$ cat src/rtl/core/bps_pkg.sv
`timescale 1ns / 1ps
// ----------------------------------------------------------------------------
// bps_pkg
// Shared types, codes and constants of the buzzer beep pattern sequencer.
// ----------------------------------------------------------------------------
package bps_pkg;

  // Item function codes
  typedef enum logic [1:0] {
    FN_TICK  = 2'd0,
    FN_START = 2'd1,
    FN_STOP  = 2'd2,
    FN_SETPAT = 2'd3
  } bps_func_t;

  // Pattern codes
  localparam logic [1:0] PAT_SWEEP = 2'd0;
  localparam logic [1:0] PAT_STAIR = 2'd1;

  // Start mode codes
  localparam logic [1:0] MODE_SWEEP     = 2'd0;
  localparam logic [1:0] MODE_STAIR     = 2'd1;
  localparam logic [1:0] MODE_SWEEP_ALT = 2'd2;
  localparam logic [1:0] MODE_HOLD      = 2'd3;

  // Default timing, in ticks
  localparam int LONG_ON_TICKS_DEF     = 500;
  localparam int SHORT_ON_TICKS_DEF    = 60;
  localparam int OFF_TICKS_DEF         = 10;
  localparam int START_DELAY_TICKS_DEF = 3000;

  localparam int WAIT_W  = 10;
  localparam int DELAY_W = 16;
  localparam int FREQ_W  = 12;

  localparam logic [FREQ_W-1:0] FREQ_SWEEP_TOP = 12'd3200;
  localparam logic [FREQ_W-1:0] FREQ_SWEEP_BOT = 12'd2000;
  localparam logic [FREQ_W-1:0] FREQ_STAIR_TOP = 12'd2100;
  localparam logic [FREQ_W-1:0] FREQ_STAIR_BOT = 12'd1900;
  localparam logic [FREQ_W-1:0] FREQ_SWEEP_STEP = 12'd200;
  localparam logic [FREQ_W-1:0] FREQ_STAIR_STEP = 12'd25;

  localparam logic [4:0] TICK_MOD_LAST = 5'd29;
  localparam logic [2:0] REPEAT_LIMIT  = 3'd3;

  typedef struct packed {
    bps_func_t  func;
    logic [1:0] mode;
  } bps_item_t;

  typedef struct packed {
    logic [1:0]        drive;
    logic              active;
    logic              on_phase;
    logic [FREQ_W-1:0] tone_freq;
  } bps_res_t;

  // tick count 0..29: multiple of five
  function automatic logic is_fifth(input logic [4:0] v);
    return (v == 5'd0) || (v == 5'd5) || (v == 5'd10) ||
           (v == 5'd15) || (v == 5'd20) || (v == 5'd25);
  endfunction

  // tick count 0..29: multiple of six
  function automatic logic is_sixth(input logic [4:0] v);
    return (v == 5'd0) || (v == 5'd6) || (v == 5'd12) ||
           (v == 5'd18) || (v == 5'd24);
  endfunction

endpackage

$ cat src/rtl/core/bps_in_reg.sv
`timescale 1ns / 1ps
// ----------------------------------------------------------------------------
// bps_in_reg
// Input register: holds one accepted beat until the sequencer core takes it.
// ----------------------------------------------------------------------------
module bps_in_reg
  import bps_pkg::*;
(
  input  logic      clk,
  input  logic      rst_n,
  input  logic      in_valid,
  output logic      in_ready,
  input  logic [1:0] in_func,
  input  logic [1:0] in_mode,
  input  logic      adv,
  output logic      item_vld,
  output bps_item_t item
);

  logic      vld_r;
  logic      vld_nxt;
  bps_item_t item_r;

  assign in_ready = !vld_r || adv;
  assign vld_nxt  = (in_valid && in_ready) || (vld_r && !adv);

  always_ff @(posedge clk) begin
    if (!rst_n) begin
      vld_r <= 1'b0;
    end else begin
      vld_r <= vld_nxt;
    end
  end

  always_ff @(posedge clk) begin
    if (in_valid && in_ready) begin
      item_r.func <= bps_func_t'(in_func);
      item_r.mode <= in_mode;
    end
  end

  assign item_vld = vld_r;
  assign item     = item_r;

endmodule

$ cat src/rtl/core/bps_seq_core.sv
`timescale 1ns / 1ps
// ----------------------------------------------------------------------------
// bps_seq_core
// Sequencer state and its single-pass update for one item per cycle while adv is high.
// ----------------------------------------------------------------------------
module bps_seq_core
  import bps_pkg::*;
#(
  parameter int LONG_ON_TICKS     = LONG_ON_TICKS_DEF,
  parameter int SHORT_ON_TICKS    = SHORT_ON_TICKS_DEF,
  parameter int OFF_TICKS         = OFF_TICKS_DEF,
  parameter int START_DELAY_TICKS = START_DELAY_TICKS_DEF
) (
  input  logic       clk,
  input  logic       rst_n,
  input  logic       cfg_we,
  input  logic [1:0] cfg_wdata,
  input  logic       adv,
  input  bps_item_t  item,
  output bps_res_t   res
);

  localparam logic [WAIT_W-1:0]  LONG_W  = WAIT_W'(LONG_ON_TICKS);
  localparam logic [WAIT_W-1:0]  SHORT_W = WAIT_W'(SHORT_ON_TICKS);
  localparam logic [WAIT_W-1:0]  OFF_W   = WAIT_W'(OFF_TICKS);
  localparam logic [DELAY_W-1:0] DELAY_V = DELAY_W'(START_DELAY_TICKS);

  logic [1:0]         level_r;
  logic               enabled_r,   enabled_nxt;
  logic               phase_on_r,  phase_on_nxt;
  logic [1:0]         pattern_r,   pattern_nxt;
  logic [WAIT_W-1:0]  wait_r,      wait_nxt;
  logic [2:0]         repeat_r,    repeat_nxt;
  logic [DELAY_W-1:0] delay_r,     delay_nxt;
  logic [FREQ_W-1:0]  freq_r,      freq_nxt;
  logic [FREQ_W-1:0]  top_r,       top_nxt;
  logic [FREQ_W-1:0]  bot_r,       bot_nxt;
  logic               sweep_up_r,  sweep_up_nxt;
  logic [4:0]         tick_mod_r,  tick_mod_nxt;
  logic [1:0]         pins_r,      pins_nxt;

  // Signed working copies, wide enough for +-200 around a 12-bit tone
  logic signed [FREQ_W+1:0] f_up, f_dn, f_stair, bot_s, top_s;
  logic [WAIT_W-1:0]        wait_dec;
  logic [4:0]               tick_inc;
  logic [2:0]               repeat_inc;

  assign f_up     = $signed({2'b00, freq_r}) + $signed({2'b00, FREQ_SWEEP_STEP});
  assign f_dn     = $signed({2'b00, freq_r}) - $signed({2'b00, FREQ_SWEEP_STEP});
  assign f_stair  = $signed({2'b00, freq_r}) - $signed({2'b00, FREQ_STAIR_STEP});
  assign bot_s    = $signed({2'b00, bot_r});
  assign top_s    = $signed({2'b00, top_r});
  assign wait_dec = wait_r - 1'b1;
  assign tick_inc = (tick_mod_r == TICK_MOD_LAST) ? 5'd0 : tick_mod_r + 5'd1;
  assign repeat_inc = repeat_r + 3'd1;

  always_comb begin
    enabled_nxt  = enabled_r;
    phase_on_nxt = phase_on_r;
    pattern_nxt  = pattern_r;
    wait_nxt     = wait_r;
    repeat_nxt   = repeat_r;
    delay_nxt    = delay_r;
    freq_nxt     = freq_r;
    top_nxt      = top_r;
    bot_nxt      = bot_r;
    sweep_up_nxt = sweep_up_r;
    tick_mod_nxt = tick_mod_r;
    pins_nxt     = pins_r;

    unique case (item.func)
      FN_TICK: begin
        if (enabled_r) begin
          if (delay_r != '0) begin
            // negative delay never elapses
            if (!delay_r[DELAY_W-1]) begin
              delay_nxt = delay_r - 1'b1;
            end
          end else if (wait_r != '0) begin
            wait_nxt = wait_dec;
            if (phase_on_r) begin
              tick_mod_nxt = tick_inc;
              if (pattern_r == PAT_SWEEP && is_fifth(tick_inc)) begin
                pins_nxt = level_r;
                if (!sweep_up_r) begin
                  if (f_dn <= bot_s) begin
                    sweep_up_nxt = 1'b1;
                    freq_nxt     = bot_r;
                  end else begin
                    freq_nxt = f_dn[FREQ_W-1:0];
                  end
                end else begin
                  if (f_up >= top_s) begin
                    sweep_up_nxt = 1'b0;
                    freq_nxt     = top_r;
                  end else begin
                    freq_nxt = f_up[FREQ_W-1:0];
                  end
                end
              end else if (pattern_r == PAT_STAIR && is_sixth(tick_inc)) begin
                pins_nxt = level_r;
                freq_nxt = (f_stair <= bot_s) ? top_r : f_stair[FREQ_W-1:0];
              end
              if (wait_dec == '0) begin
                pins_nxt     = 2'b00;
                phase_on_nxt = 1'b0;
                wait_nxt     = OFF_W;
              end
            end else begin
              pins_nxt = 2'b00;
              if (wait_dec == '0) begin
                phase_on_nxt = 1'b1;
                if (pattern_r == PAT_SWEEP) begin
                  wait_nxt = LONG_W;
                end else if (pattern_r == PAT_STAIR) begin
                  wait_nxt   = SHORT_W;
                  repeat_nxt = repeat_inc;
                  freq_nxt   = FREQ_STAIR_TOP;
                  // fourth repeat done: stop (countdown already zero)
                  if (repeat_inc > REPEAT_LIMIT) begin
                    wait_nxt    = '0;
                    repeat_nxt  = '0;
                    enabled_nxt = 1'b0;
                  end
                end
              end
            end
          end
        end
      end
      FN_START: begin
        phase_on_nxt = 1'b1;
        enabled_nxt  = 1'b1;
        pins_nxt     = pins_r | level_r;
        if (item.mode == MODE_SWEEP || item.mode == MODE_SWEEP_ALT) begin
          pattern_nxt = PAT_SWEEP;
          freq_nxt    = FREQ_SWEEP_TOP;
          top_nxt     = FREQ_SWEEP_TOP;
          bot_nxt     = FREQ_SWEEP_BOT;
          wait_nxt    = LONG_W;
          delay_nxt   = '0;
        end else if (item.mode == MODE_STAIR) begin
          pattern_nxt = PAT_STAIR;
          freq_nxt    = FREQ_STAIR_TOP;
          top_nxt     = FREQ_STAIR_TOP;
          bot_nxt     = FREQ_STAIR_BOT;
          wait_nxt    = SHORT_W;
          delay_nxt   = DELAY_V;
        end
      end
      FN_STOP: begin
        if (wait_r != '0) begin
          wait_nxt = '0;
          pins_nxt = 2'b00;
        end
        enabled_nxt = 1'b0;
      end
      FN_SETPAT: begin
        pattern_nxt = item.mode;
      end
      default: begin
      end
    endcase
  end

  always_ff @(posedge clk) begin
    if (!rst_n) begin
      level_r <= 2'd3;
    end else if (cfg_we) begin
      level_r <= cfg_wdata;
    end
  end

  always_ff @(posedge clk) begin
    if (!rst_n) begin
      enabled_r  <= 1'b0;
      phase_on_r <= 1'b0;
      pattern_r  <= PAT_SWEEP;
      wait_r     <= '0;
      repeat_r   <= '0;
      delay_r    <= '1;
      freq_r     <= FREQ_STAIR_TOP;
      top_r      <= FREQ_STAIR_TOP;
      bot_r      <= FREQ_STAIR_BOT;
      sweep_up_r <= 1'b0;
      tick_mod_r <= '0;
      pins_r     <= 2'b00;
    end else if (adv) begin
      enabled_r  <= enabled_nxt;
      phase_on_r <= phase_on_nxt;
      pattern_r  <= pattern_nxt;
      wait_r     <= wait_nxt;
      repeat_r   <= repeat_nxt;
      delay_r    <= delay_nxt;
      freq_r     <= freq_nxt;
      top_r      <= top_nxt;
      bot_r      <= bot_nxt;
      sweep_up_r <= sweep_up_nxt;
      tick_mod_r <= tick_mod_nxt;
      pins_r     <= pins_nxt;
    end
  end

  assign res.drive     = pins_nxt;
  assign res.active    = enabled_nxt;
  assign res.on_phase  = phase_on_nxt;
  assign res.tone_freq = freq_nxt;

endmodule

$ cat src/rtl/core/bps_out_reg.sv
`timescale 1ns / 1ps
// ----------------------------------------------------------------------------
// bps_out_reg
// Result register: holds one result beat until the consumer takes it.
// ----------------------------------------------------------------------------
module bps_out_reg
  import bps_pkg::*;
(
  input  logic              clk,
  input  logic              rst_n,
  input  logic              adv,
  input  bps_res_t          res,
  output logic              out_valid,
  input  logic              out_ready,
  output logic [1:0]        out_drive,
  output logic              out_active,
  output logic              out_on_phase,
  output logic [FREQ_W-1:0] out_tone_freq
);

  logic     vld_r;
  logic     vld_nxt;
  bps_res_t res_r;

  assign vld_nxt = adv || (vld_r && !out_ready);

  always_ff @(posedge clk) begin
    if (!rst_n) begin
      vld_r <= 1'b0;
    end else begin
      vld_r <= vld_nxt;
    end
  end

  always_ff @(posedge clk) begin
    if (adv) begin
      res_r <= res;
    end
  end

  assign out_valid     = vld_r;
  assign out_drive     = res_r.drive;
  assign out_active    = res_r.active;
  assign out_on_phase  = res_r.on_phase;
  assign out_tone_freq = res_r.tone_freq;

endmodule

$ cat src/rtl/core/beep_pattern_sequencer.sv
`timescale 1ns / 1ps
// ----------------------------------------------------------------------------
// beep_pattern_sequencer
// Buzzer alarm sequencer: ticks and commands in, pin levels and tone out.
// ----------------------------------------------------------------------------
// Takes one beat per cycle while the result side is not stalled and returns
// one result beat for each, in order. A beat lands in the input register;
// the core then updates its state and loads the result register, which
// offers the result when the output is free. The single-pass state update in
// the core sets the rate of one beat per cycle. cfg_wdata sets the drive
// level (1 pin A, 2 pin B, 3 both) and should only be written while idle.
module beep_pattern_sequencer
  import bps_pkg::*;
#(
  parameter int LONG_ON_TICKS     = LONG_ON_TICKS_DEF,
  parameter int SHORT_ON_TICKS    = SHORT_ON_TICKS_DEF,
  parameter int OFF_TICKS         = OFF_TICKS_DEF,
  parameter int START_DELAY_TICKS = START_DELAY_TICKS_DEF
) (
  input  logic              clk,
  input  logic              rst_n,
  input  logic              cfg_we,
  input  logic [1:0]        cfg_wdata,
  input  logic              in_valid,
  output logic              in_ready,
  input  logic [1:0]        in_func,
  input  logic [1:0]        in_mode,
  output logic              out_valid,
  input  logic              out_ready,
  output logic [1:0]        out_drive,
  output logic              out_active,
  output logic              out_on_phase,
  output logic [FREQ_W-1:0] out_tone_freq
);

  logic      item_vld;
  bps_item_t item;
  bps_res_t  res;
  logic      adv;

  // core moves a beat when one is held and the result slot frees up
  assign adv = item_vld && (!out_valid || out_ready);

  bps_in_reg u_in_reg (
    .clk      (clk),
    .rst_n    (rst_n),
    .in_valid (in_valid),
    .in_ready (in_ready),
    .in_func  (in_func),
    .in_mode  (in_mode),
    .adv      (adv),
    .item_vld (item_vld),
    .item     (item)
  );

  bps_seq_core #(
    .LONG_ON_TICKS     (LONG_ON_TICKS),
    .SHORT_ON_TICKS    (SHORT_ON_TICKS),
    .OFF_TICKS         (OFF_TICKS),
    .START_DELAY_TICKS (START_DELAY_TICKS)
  ) u_core (
    .clk       (clk),
    .rst_n     (rst_n),
    .cfg_we    (cfg_we),
    .cfg_wdata (cfg_wdata),
    .adv       (adv),
    .item      (item),
    .res       (res)
  );

  bps_out_reg u_out_reg (
    .clk           (clk),
    .rst_n         (rst_n),
    .adv           (adv),
    .res           (res),
    .out_valid     (out_valid),
    .out_ready     (out_ready),
    .out_drive     (out_drive),
    .out_active    (out_active),
    .out_on_phase  (out_on_phase),
    .out_tone_freq (out_tone_freq)
  );

`ifndef NO_ASSERTIONS
  // pins only sound in the on phase
  a_drive_on_phase: assert property (@(posedge clk) disable iff (!rst_n)
    out_valid && (out_drive != 2'b00) |-> out_on_phase)
    else $error("drive active outside on phase");

  // tone never leaves the stair/sweep band
  a_freq_band: assert property (@(posedge clk) disable iff (!rst_n)
    out_valid |-> (out_tone_freq >= FREQ_STAIR_BOT) && (out_tone_freq <= FREQ_SWEEP_TOP))
    else $error("tone outside band");

  // an accepted beat is held in the input register next cycle
  a_accept_held: assert property (@(posedge clk) disable iff (!rst_n)
    in_valid && in_ready |=> item_vld)
    else $error("accepted beat lost");

  // a stalled result blocks the input only when a beat is waiting
  a_stall_full: assert property (@(posedge clk) disable iff (!rst_n)
    !in_ready |-> item_vld && out_valid && !out_ready)
    else $error("input stalled without cause");
`endif

endmodule
$ cat config.mk
export PLATFORM = sky130hd
export DESIGN_NAME = beep_pattern_sequencer
export DESIGN_NICKNAME = d
export VERILOG_FILES = /design/src/rtl/core/bps_pkg.sv /design/src/rtl/core/bps_in_reg.sv /design/src/rtl/core/bps_seq_core.sv /design/src/rtl/core/bps_out_reg.sv /design/src/rtl/core/beep_pattern_sequencer.sv
export SDC_FILE = /design/constraint.sdc
export NUM_CORES = 1
export LEC_CHECK = 0
export ABC_CLOCK_PERIOD_IN_PS = 9800
export CAP_MARGIN = 0
export CORE_UTILIZATION = 59
export DETAILED_ROUTE_END_ITERATION = 8
export DONT_BUFFER_PORTS = 1
export PLACE_DENSITY = 0.75
export SLEW_MARGIN = 0
export SYNTH_ARGS = -nofsm -noshare
export SYNTH_HDL_FRONTEND = slang
export SYNTH_SLANG_ARGS = --single-unit
$ cat constraint.sdc
create_clock -name clk -period 9.8 [get_ports clk]
set_clock_uncertainty 0.1 [all_clocks]
set_input_delay 0.98 -clock clk [delete_from_list [all_inputs] [get_ports clk]]
set_output_delay 0.98 -clock clk [all_outputs]
set_load 0.02 [all_outputs]
Word-level counts from Yosys, hierarchy flattened
Cells that the tools add are included.
{ "totals": {"regBits": 101, "out_inout_bits": 18} }
{ "classes": {"add_sub_neg": 7, "magnitude_cmp": 4, "n_eq_ne": 23, "muxes": 72, "bitwise": 4, "n_reduce_logical": 43} }
{ "ops": {"columns": ["operator", "n"], "rows": [
  ["$mux W12", 19],
  ["$mux W10", 11],
  ["$mux W16", 5],
  ["$pmux W16 S2", 1],
  ["$pmux W10 S3", 1],
  ["$le A14 B13 Y1", 2],
  ["$eq A5 B5 Y1 const B", 5],
  ["$pmux W12 S2", 1],
  ["$mux W2", 10],
  ["$mux W1", 17],
  ["$reduce_bool A16 Y1", 1],
  ["$sub A16 B1 Y16 const B", 1],
  ["$eq A5 B4 Y1 const B", 3],
  ["$ge A14 B13 Y1", 1],
  ["$logic_or A1 B1 Y1", 14],
  ["$reduce_and A7 Y1", 2],
  ["$add A12 B8 Y13 const B", 1],
  ["$sub A12 B5 Y13 const B", 1],
  ["$sub A12 B8 Y13 const B", 1],
  ["$reduce_and A6 Y1", 2],
  ["$eq A5 B3 Y1 const B", 2],
  ["$logic_not A10 Y1", 1],
  ["$reduce_bool A10 Y1", 1],
  ["$sub A10 B1 Y10 const B", 1],
  ["26 further kinds", 49]
]} }

Depth between registers and ports, before layout
{ "logic_depth": {"depth_word": 16, "ltp_mapped": 16} }

Hierarchy
A second synthesis with hierarchy kept.
{ "unflattened": {"hier_cells": 783, "area_unflattened_um2": 6129.6} }
{ "by_module_without_submodules": {"columns": ["module", "instances", "cells_per_inst", "area_per_inst_um2"], "rows": [
  ["bps_seq_core", 1, 753, 5418.9],
  ["bps_out_reg", 1, 19, 521.8],
  ["bps_in_reg", 1, 9, 177.7],
  ["beep_pattern_sequencer", 1, 2, 11.3]
]} }

Worst setup path after synthesis
No wires, ideal clock.
{ "synth_timing": {"kind": "register to register", "start": "reg u_core.freq_r[2]", "end": "reg u_out_reg.res_r (netlist bit u_out_reg.out_tone_freq[11]) (data pin)", "setup_time_ns": 0.254, "arrival_time_ns": 3.187, "required_ns": 9.446, "setup_slack_ns": 6.259, "stages_incl_launch_ff": 16, "synth_period_minus_slack_ns": 3.541, "path_cell_list": "dfxtp_1 -> buf_2 -> o31ai_2 -> nand2_1 -> xnor2_1 -> ha_1 -> nand2_1 -> or3_1 -> and3_1 -> a211o_1 -> a21oi_2 -> buf_2 -> nand4_1 -> a31oi_1 -> nand2_1 -> a21o_1"} }
{ "synth_rtl": {"columns": ["item", "line", "rtl"], "rows": [
  ["start, declared", "bps_seq_core.sv:35", "logic [FREQ_W-1:0] freq_r, freq_nxt;"],
  ["start signal, assigned", "bps_seq_core.sv:195", "freq_r <= freq_nxt;"],
  ["end signal, assigned", "bps_out_reg.sv:37", "res_r <= res;"],
  ["end, declared", "bps_out_reg.sv:23", "bps_res_t res_r;"]
]} }

==> key figures <==
Cells and area
  • Number of diodes: 0
  • Footprint of the multi-input gates: 4170 um2
  • FILL cells: around 930
  • FF+latch area: 1780 um2
  • Synth-to-layout area growth: 1.91%
  • Final Util: 0.624
  • Layout cell share with drive strength beyond 1: 0.0631
  • Final nets: 828
  • Final Cell Area: 6470 um2

Floorplanning
  • DIE WIDTH: approximately 110 um
  • # IOs: 29
  • CORE AREA: 10400 um2
  • Num rows: 37
  • Initial Util: 0.613
  • Die height: 106 um
  • Die area: ~11000 um2

STA
  • Minimum clock period: approximately 4400 ps
  • Worst hold slack: roughly 370 ps
  • RSZ-0062 raised after global routing: no
  • Worst-Margin Slew: approximately 1100 ps
  • Setup TNS: 0 ps
  • Max_slew headroom: 0.294
  • Final Hold Fails: 0
  • Final slew viol count: 0
  • # setup viols final: 0
  • Final worst path period share: 0.451
  • Max Clk Rate: 226 MHz

Worst setup path
  • Crit path max fanout: 13
  • Data arrival, critical path: 4530 ps
  • Critical path type: flip-flop to flip-flop
  • Crit path buf inv count: 0
  • RR Endpoint: u_out_reg.out_tone_freq[8]$_DFFE_PP_
  • Worst R2R Start: u_core.freq_r[3]$_SDFFE_PN0P_
  • R2R setup slack: 5380 ps
  • Worst r2r path cells: 14
  • CP max-delay cell: dfxtp_1
  • WP data required: 9910 ps
  • CP Cell Sequence: ha_1 -> o31ai_2 -> nand2_1 -> xnor2_1 -> ha_1 -> nand2_1 -> or3_1 -> and3_1 -> a211o_1 -> a21oi_2 -> nand3_1 -> o21ai_0 -> o221ai_1 -> o211ai_1
  • Crit path capture type: flip-flop
  • CP max stage delay: 630 ps
  • Startpoint types: flip-flop
  • Top delay family on crit path: compound AO/OA/AOI/OAI gates

Global route
  • First-pass GRT wire length: 28.1 mm
  • Largest net degree at the start of global routing: 39
  • GR Util All Layers: 0.318
  • Number of global-route vias before repair: about 5600
  • Antenna violations before repair: 0
  • Grt total ovfl: 0

Clocking
  • H-tree levels: 3
  • Clock Latency Late Sink: 380 ps
  • # clock sinks: 79
  • Post-CTS sizing: 0
  • CTS root buffer: clkbuf_8
  • Hold buffer count at cts: 0
  • Clk slew on worst S/H paths: 90 ps
  • CTS max path bufs: 2
  • Setup Fix Bufs, Post-CTS: 0
  • CTS tree: done
  • CTS Buf Count: 9

Synthesis
  • Largest family of logic cells by synthesized area: compound AO/OA/AOI/OAI gates
  • Post-synthesis compound-gate area fraction: 0.287
  • Warnings from Yosys: 0
  • Sequential area share after synthesis: 0.280
  • Number of flops mapped to enable cells by yosys: 20
  • Asr flop ratio synth: 0
  • Synth Area in Simple Gates: 0.247
  • Post-Syn Instances: 826
  • Post-synth top flop: dfxtp_1
  • Syn nets: 867
  • Multiplexer area fraction after synthesis: 0.0223
  • Syn Area/Cell: 7.69 um2
  • Synth unique cells: 90
  • Mapped cell area: 6350 um2
  • Xor/xnor share of the synthesized area: 0.0414
  • Synth Register Bits: 79
  • Adder-cell share of the synthesized area: 0.0591

Place
  • I/O Buffers: 0
  • DP Wirelength: 12.7 mm
  • Routability cong.: 0.973
  • Post-Place Cell Area: 6300 um2

Route
  • Initial DRC count: ~450
  • Antenna-violating nets left: 0
  • Via Count: approximately 6300
  • Post-route DRC: 0
  • Via-to-Cell Ratio: 6.81
  • Pre-antenna DRT Iters: 5
  • Routed wire length: 17.7 mm
  • Routed wire length per instance: 19.0 um

Status
  • Outcome: finished, final reports clean

Job
  • Max-cap violations: 0

Power
  • Pwr Total: 0.750 mW
  • P_leak: around 2.4 nW
  • Maximum VDD drop: approximately 0.14 mV
  • PD cells: 116 nW/um2

Hold path
  • Hold Path Cell Cnt: 2
  • Min-delay src: u_core.repeat_r[2]$_SDFFE_PN0P_
  • Hold endpoint: u_core.repeat_r[2]$_SDFFE_PN0P_
  • HP Class: flip-flop to flip-flop
## worst max-delay path by stage
| stage | end | cells after the start | startpoint | slack, ps |
|---|---|---|---|---|
| 2_1_floorplan | u_out_reg.out_tone_freq[11]$_DFFE_PP_ | 15 | u_core.freq_r[2]$_SDFFE_PN1P_ | 6260 |
| 3_3_place_gp | u_core.freq_r[6]$_SDFFE_PN0P_ | 14 | u_core.freq_r[3]$_SDFFE_PN0P_ | 5610 |
| 3_5_place_dp | u_out_reg.out_tone_freq[8]$_DFFE_PP_ | 14 | u_core.freq_r[3]$_SDFFE_PN0P_ | 5500 |
| 4_1_cts | u_out_reg.out_tone_freq[8]$_DFFE_PP_ | 14 | u_core.freq_r[3]$_SDFFE_PN0P_ | 5440 |
| 5_1_grt | u_out_reg.out_tone_freq[8]$_DFFE_PP_ | 14 | u_core.freq_r[3]$_SDFFE_PN0P_ | 5070 |
| 6_report | u_out_reg.out_tone_freq[8]$_DFFE_PP_ | 14 | u_core.freq_r[3]$_SDFFE_PN0P_ | 5380 |
## power breakdown
group          total [mW]  internal (mW)  switching, mW
Sequential          0.373          0.348         0.0257
Clock               0.224         0.0988          0.125
Combinational       0.154         0.0571         0.0965
## layer usage
metal	GRT usage	vias up	share of wire
met4	0.164	0	0.041
met1	0.418	2931	0.43
met5	0	-	0
met2	0.495	338	0.45
met3	0.0600	65	0.078
li1	-	2989	-
## per-stage QoR
| step | instances | setup slack [ps] |
|---|---|---|
| final | 928 | 5380 |
| after global routing | 928 | 5070 |
| after CTS | 928 | 5440 |
| after detailed placement | 912 | 5500 |
| after global placement | 912 | 5610 |
| after floorplan | 826 | 6260 |
## cell families after synthesis
kind of cell / Yosys count
simple gates: 307
compound gates: 269
buf+inv: 97
flops: 79
xor+xnor: 30
fa+ha+maj: 30
mux: 14
## layout make-up
cell class                 count  area share
clock buffer                  11      0.0218
clock inverter                 5     0.00483
inverter                      46      0.0267
multi-input combinational    650       0.644
sequential                    79       0.275
tap                          136      0.0263
timing repair buffer           1     0.00116
## worst min-delay path: stages (launching register included)
cell	delay, ps
dfxtp_1	320
nand2_1	60
nor2_1	40
## sequential cells by signal (all words and copies together) (netlist names), 3 cells and up
signal                   count
u_out_reg.out_tone_freq     12
u_core.tick_mod_r            5
u_core.freq_r               12
u_core.wait_r               10
u_in_reg.item                4
u_core.delay_r              16
u_core.repeat_r              3
## placed cells by master, fill, tap and decap left out, drive strengths merged, types with 6 or more instances in the layout
cell	n
or3	6
nor4	10
nand2	79
nand4	6
ha	30
a211o	6
a21o	7
inv	47
o311ai	9
nand3b	6
clkbuf	11
xnor2	20
nor2b	10
a21oi	57
o2111ai	6
edfxtp	20
xor2	10
a31oi	20
dfxtp	59
and3	8
nand2b	9
and2	8
nand3	24
o211ai	17
nor2	85
o21ai	70
o21a	6
o22ai	7
mux2i	13
nor3	28
## Yosys cell counts (7+ instances only)
library cell | count | area share
o22ai_1 | 7 | 0.0069
and3_1 | 8 | 0.0079
ha_1 | 30 | 0.059
a31oi_1 | 20 | 0.020
o21ai_0 | 56 | 0.044
nand3_1 | 24 | 0.019
edfxtp_1 | 20 | 0.095
clkbuf_1 | 29 | 0.017
and2_1 | 7 | 0.0069
a21oi_1 | 55 | 0.043
o21ai_1 | 13 | 0.010
dfxtp_1 | 59 | 0.19
nor4_1 | 8 | 0.0079
nor2b_1 | 10 | 0.0098
xnor2_1 | 20 | 0.028
xor2_1 | 10 | 0.014
nor3_1 | 23 | 0.018
inv_1 | 44 | 0.026
a21o_1 | 7 | 0.0083
nand2b_1 | 9 | 0.0089
buf_2 | 15 | 0.012
o211ai_1 | 17 | 0.020
nand2_1 | 76 | 0.045
nor2_1 | 84 | 0.050
mux2i_1 | 13 | 0.020
No activity file was read; power rests on OpenSTA's default activity.
